`config.mk`:
```
export PLATFORM = sky130hd
export DESIGN_NAME = ssse_gf2_unit
export DESIGN_NICKNAME = d
export VERILOG_FILES = /design/src/hdl/ssse_pkg.sv /design/src/hdl/ssse_gf2_unit.sv
export SDC_FILE = /design/constraint.sdc
export NUM_CORES = 1
export LEC_CHECK = 0
export BUFFER_PORTS_ARGS = -buffer_cell sky130_fd_sc_hd__buf_4
export CORE_AREA = 3 3 199 201
export DETAILED_ROUTE_END_ITERATION = 16
export DIE_AREA = 0 0 202 204
export PLACE_DENSITY = 0.37
export SLEW_MARGIN = 20
export SYNTH_ARGS = -nofsm -noshare
export SYNTH_HDL_FRONTEND = slang
export SYNTH_SLANG_ARGS = --single-unit
```
`constraint.sdc`:
```
create_clock -name vclk -period 4.5
set_input_delay 0.675 -clock vclk [all_inputs]
set_output_delay 0.675 -clock vclk [all_outputs]
set_load 0.1 [all_outputs]
```
`src/hdl/ssse_pkg.sv`:
```
// Shared types, codes and constants for the stabilizer syndrome/span engine.
// No dependencies; the interfaces, the GF(2) unit, the engine and the testbench import this package.
package ssse_pkg;

    localparam int WORD_BITS     = 64;
    localparam int DEF_MAX_QUBITS = 64;
    localparam int DEF_MAX_GENS   = 64;
    localparam int CFG_BITS      = 7;

    // Operation codes
    localparam logic [1:0] OP_LOAD = 2'd0;
    localparam logic [1:0] OP_SYND = 2'd1;
    localparam logic [1:0] OP_SPAN = 2'd2;
    localparam logic [1:0] OP_COMM = 2'd3;

    // Status codes
    localparam logic [1:0] ST_OK       = 2'd0;
    localparam logic [1:0] ST_BAD_ROW  = 2'd1;
    localparam logic [1:0] ST_NONCOMM  = 2'd2;

    // Configuration register indexes
    localparam logic REG_GENS   = 1'b0;
    localparam logic REG_QUBITS = 1'b1;

    // One Pauli as x and z halves
    typedef struct packed {
        logic [WORD_BITS-1:0] z;
        logic [WORD_BITS-1:0] x;
    } pauli_t;

    // Result of the shared GF(2) unit
    typedef struct packed {
        logic   anti;   // symplectic product of a and b
        logic   hit;    // b has the pivot column set
        pauli_t low;    // lowest set column of a, one-hot
    } gf2_res_t;

    typedef enum logic [3:0] {
        S_IDLE,
        S_SYN_RD,
        S_SYN_EX,
        S_CP_RD,
        S_CP_WR,
        S_PV_RD,
        S_PV_EX,
        S_PV_TG,
        S_EL_RD,
        S_EL_EX,
        S_CM_RI,
        S_CM_LI,
        S_CM_RD,
        S_CM_EX,
        S_FIN
    } ssse_state_t;

endpackage

```
`src/hdl/ssse_gf2_unit.sv`:
```
// Shared GF(2) unit: symplectic product, pivot-column test, lowest set column.
// Depends on ssse_pkg.
module ssse_gf2_unit import ssse_pkg::*; (
    input  pauli_t   a,
    input  pauli_t   b,
    input  pauli_t   pivot_col,
    output gf2_res_t res
);
    logic [2*WORD_BITS-1:0] a_flat;

    assign a_flat   = a;
    // parity of (ax & bz) ^ (az & bx)
    assign res.anti = ^((a.x & b.z) ^ (a.z & b.x));
    assign res.hit  = |(pivot_col & b);
    // isolate lowest set bit; x half holds the low columns
    assign res.low  = a_flat & (~a_flat + {{(2*WORD_BITS-1){1'b0}}, 1'b1});
endmodule

```
# Yosys cells after proc, flatten, opt, wreduce, memory -nomap -nowiden
# Index checks and enable logic that the tools add are counted.
# word_totals
register_bits,0
latch_bits,0
mem_bits_rw,0
mem_bits_ro,0
inputBits,384
out_inout_bits,130
wordCells,9
n_memories,0
# classes
addsub,1
n_mul,0
n_div,0
order_cmp,0
eq_ne,0
n_shift,0
mux,0
bitwise_logic,6
reduce_logical,2
# ops
operator,n
$and 128x128->128,2
$add 128x1->128 const B,1
$and 64x64->64,2
$not 128->128,1
$reduce_or 128->1,1
$reduce_xor 64->1,1
$xor 64x64->64,1

# Longest topological paths before layout
# depth
word_depth,3
ltp_mapped,9
ltp_nobuf,8

# Least setup slack after synthesis
# No wires, ideal clock.
# synth_timing
path_type,input to output
start,input a[38] in the netlist's numbering
end,output res[124] in the netlist's numbering
t_arrival_ps,5990
required_ps,3825
slack_ps,-2165
stages,8
path_buffers,0
path_cell_list,or4_4 > or3_1 > or3_4 > nor3_4 > or4b_4 > nor2_4 > nand2_2 > nor4b_1
# synth_rtl
element,line,rtl
from (decl),ssse_gf2_unit.sv:4,"input pauli_t a,"
to (decl),ssse_gf2_unit.sv:7,output gf2_res_t res

==> results.md <==
- Post-synth cell types: 41
- Antenna-violating nets left: 0
- Cell with the most instances after synthesis: sky130_fd_sc_hd__nand2_1
- IR drop worst, VDD: 0.000741 V
- Drt first pass iters: 4
- Peak Freq: 226 MHz
- Iter 0 DRT Violations: 372
- Crit path capture type: primary output
- Arr. time, crit path: 3.74 ns
- Area of combinational cells with multiple inputs: 4320 µm²
- Fraction of synthesized cell area taken by the top area cell type: 0.212
- Initial antenna violation count: 7
- Mean instance size in the synthesized netlist: 6.45 µm²
- Final critical-path required period: 4.42 ns
- Max-cap viol count: 0
- Height of the die: 204 µm
- Largest net degree at the start of global routing: 18
- Worst setup timing slack at the placement stage: -0.0636 ns
- Detailed-route via count: 7,103
- Slew at the pin with the worst max-slew slack: 0.865 ns
- Peak fanout along the critical path: 17
- Library cell occupying the most area in the post-synthesis netlist: sky130_fd_sc_hd__xnor2_1
- Hold WS: 1.69 ns
- Average routed wire per standard cell: 27.2 µm
- Synth top area cells: sky130_fd_sc_hd__xnor2_1 21%, sky130_fd_sc_hd__nand2_1 14%, sky130_fd_sc_hd__xor2_1 6.9%
- Number of buffers and inverters on the critical path: 3
- Fill cells: 4,317
- Wire length of the first global-routing pass: 59.7 mm
- Worst relative slew slack: 0.423
- Synth cell count leaders: 144 x sky130_fd_sc_hd__nand2_1, 96 x sky130_fd_sc_hd__xnor2_1, 42 x sky130_fd_sc_hd__nor2_1
- Number of global-route vias before repair: 7,545
- Post-Syn Nets: 998
- Crit path launch type: input pin
- Netlist Area Pre-Place: 3960 µm²
- Overall track demand over capacity in global routing: 0.208
- Cell Rows: 71
- Instance count of the mapped netlist: 614
- PD cells: 178 nW/µm²
- Number of buffer cells added on primary ports: 514
- Number of setup violations in the final report: 0
- # DRC: 0
- Type of the worst min-delay path: in -> out
- Half-perimeter wire length after detailed placement: 43.2 mm
- Utilization after layout: 0.247
- Critical setup path kind: in -> out
- Syn. warnings: 0
- Master of the slowest instance on the critical path: sky130_fd_sc_hd__or4b_4
- Initial core utilization: 0.105
- Count of pins on the block boundary: 514
- Std-Cell Core Area: 37,800 µm²
- Die Outline Area: 41,200 µm²
- Share of final-layout standard cells stronger than drive strength 1: 0.536
- Die Span X: 202 µm
- Sequential cell area fraction in the yosys report: 0
- # hold bufs at CTS: 0
- Routability Congestion: 0.897
- Static Leak: 4.56 nW
- Clock tree buffer count of the final layout: 0
- Layout net count: 1,551
- Largest delay contributor family on the critical path: simple AND/OR/NAND/NOR gates
- FF+latch area: 0 µm²
- Share of the clock period used by the worst path: 0.982
- Post-Route WL: 45.7 mm
- Post-route setup TNS: 0 ns
- Unrepaired setup endpoints after global routing: yes
- Worst path cell trace: buf_6, or4_4, or3_4, or3_4, nor3_4, or4b_4, buf_4, nor4_2, buf_6
- Result of the run: complete, no violations
- Final worst-path setup slack: 0.0819 ns
- Crit path required time: 3.83 ns
- Per-cell via count in the routed design: 4.23
- Max Transition Viols Final: 0
- Area grow syn2layout: 135%
- Number of endpoints with negative hold slack in the final report: 0
- Final global-route overflow total: 0
- Longest individual stage delay on the worst path: 0.57 ns
- Num sequential: 0
- Total power: 1.66 mW
## stage by stage
step / cell area, µm² / std cells
after floorplan: 4460 / 614
after global placement: 9230 / 1675
after detailed placement: 9230 / 1675
after CTS: 9250 / 1675
after global routing: 9310 / 1677
final: 9310 / 1680
## tightest hold or removal path, cell delays in order
cell,delay [ns]
sky130_fd_sc_hd__buf_4,0.11
sky130_fd_sc_hd__nor4_4,0.05
sky130_fd_sc_hd__buf_6,0.17
## routing by layer
metal	GRT usage	up-vias	share of wire
li1	-	3356	-
met1	0.247	3346	0.40
met2	0.386	354	0.50
met3	0.0424	39	0.070
met4	0.0399	8	0.023
met5	0	-	0.00094
## final cells by class
class	instances	area share
multi-input combinational	582	0.463
timing repair buffer	560	0.458
tap	511	0.0686
inverter	23	0.00927
antenna	4	0.00107
## placed cells by master, fill, tap and decap left out, types with 2 or more instances in the layout
master	instances
sky130_fd_sc_hd__nand4_1	9
sky130_fd_sc_hd__and3_1	29
sky130_fd_sc_hd__nor4_1	7
sky130_fd_sc_hd__nor3b_4	4
sky130_fd_sc_hd__or4_1	9
sky130_fd_sc_hd__nor4b_4	4
sky130_fd_sc_hd__or4_4	3
sky130_fd_sc_hd__nor3_1	17
sky130_fd_sc_hd__and4_1	8
sky130_fd_sc_hd__and2_1	11
sky130_fd_sc_hd__nor2_2	4
sky130_fd_sc_hd__and4b_1	10
sky130_fd_sc_hd__nor4b_2	7
sky130_fd_sc_hd__nor4b_1	5
sky130_fd_sc_hd__buf_4	547
sky130_fd_sc_hd__nor2_1	38
sky130_fd_sc_hd__or3_4	4
sky130_fd_sc_hd__nand2b_1	4
sky130_fd_sc_hd__xor2_1	31
sky130_fd_sc_hd__nor3_4	15
sky130_fd_sc_hd__xnor2_1	96
sky130_fd_sc_hd__nand4b_1	6
sky130_fd_sc_hd__inv_1	23
sky130_fd_sc_hd__a22oi_1	20
sky130_fd_sc_hd__a22o_1	22
sky130_fd_sc_hd__nand2_1	144
sky130_fd_sc_hd__nand3_1	7
sky130_fd_sc_hd__nor3b_2	3
sky130_fd_sc_hd__nor4_4	7
sky130_fd_sc_hd__nor2b_1	3
sky130_fd_sc_hd__a221oi_1	22
sky130_fd_sc_hd__diode_2	4
sky130_fd_sc_hd__nor4_2	3
sky130_fd_sc_hd__nand3b_1	2
sky130_fd_sc_hd__buf_6	12
sky130_fd_sc_hd__nor3b_1	5
sky130_fd_sc_hd__or3_1	5
sky130_fd_sc_hd__and3b_1	6
sky130_fd_sc_hd__and4b_2	2
## timing repair
action,in CTS,in global routing
buffers inserted,0,1
gates cloned,0,0
setup endpoints to repair,7,10
pin swaps,0,3
gates resized for setup,6,10
## path summary, 6_finish.rpt
path / from / end / slack [ns] / depth (start not counted)
worst min-delay path: a[108] / res[109] / 1.69 / 3
worst max-delay path: a[38] / res[96] / 0.08 / 9
## cells by family after synthesis
logic type | share of synthesized area
AND/OR/NAND/NOR | 0.550
AO/OA/AOI/OAI | 0.135
XOR/XNOR | 0.281
buffers and inverters | 0.0338
## where the power goes
part | total [mW] | switching (mW) | internal [mW]
logic | 1.66 | 1.05 | 0.608
clock network | 0.0000000879 | 0 | 0.0000000879
registers | 0 | 0 | 0
Power figures use the tool's default switching activity.
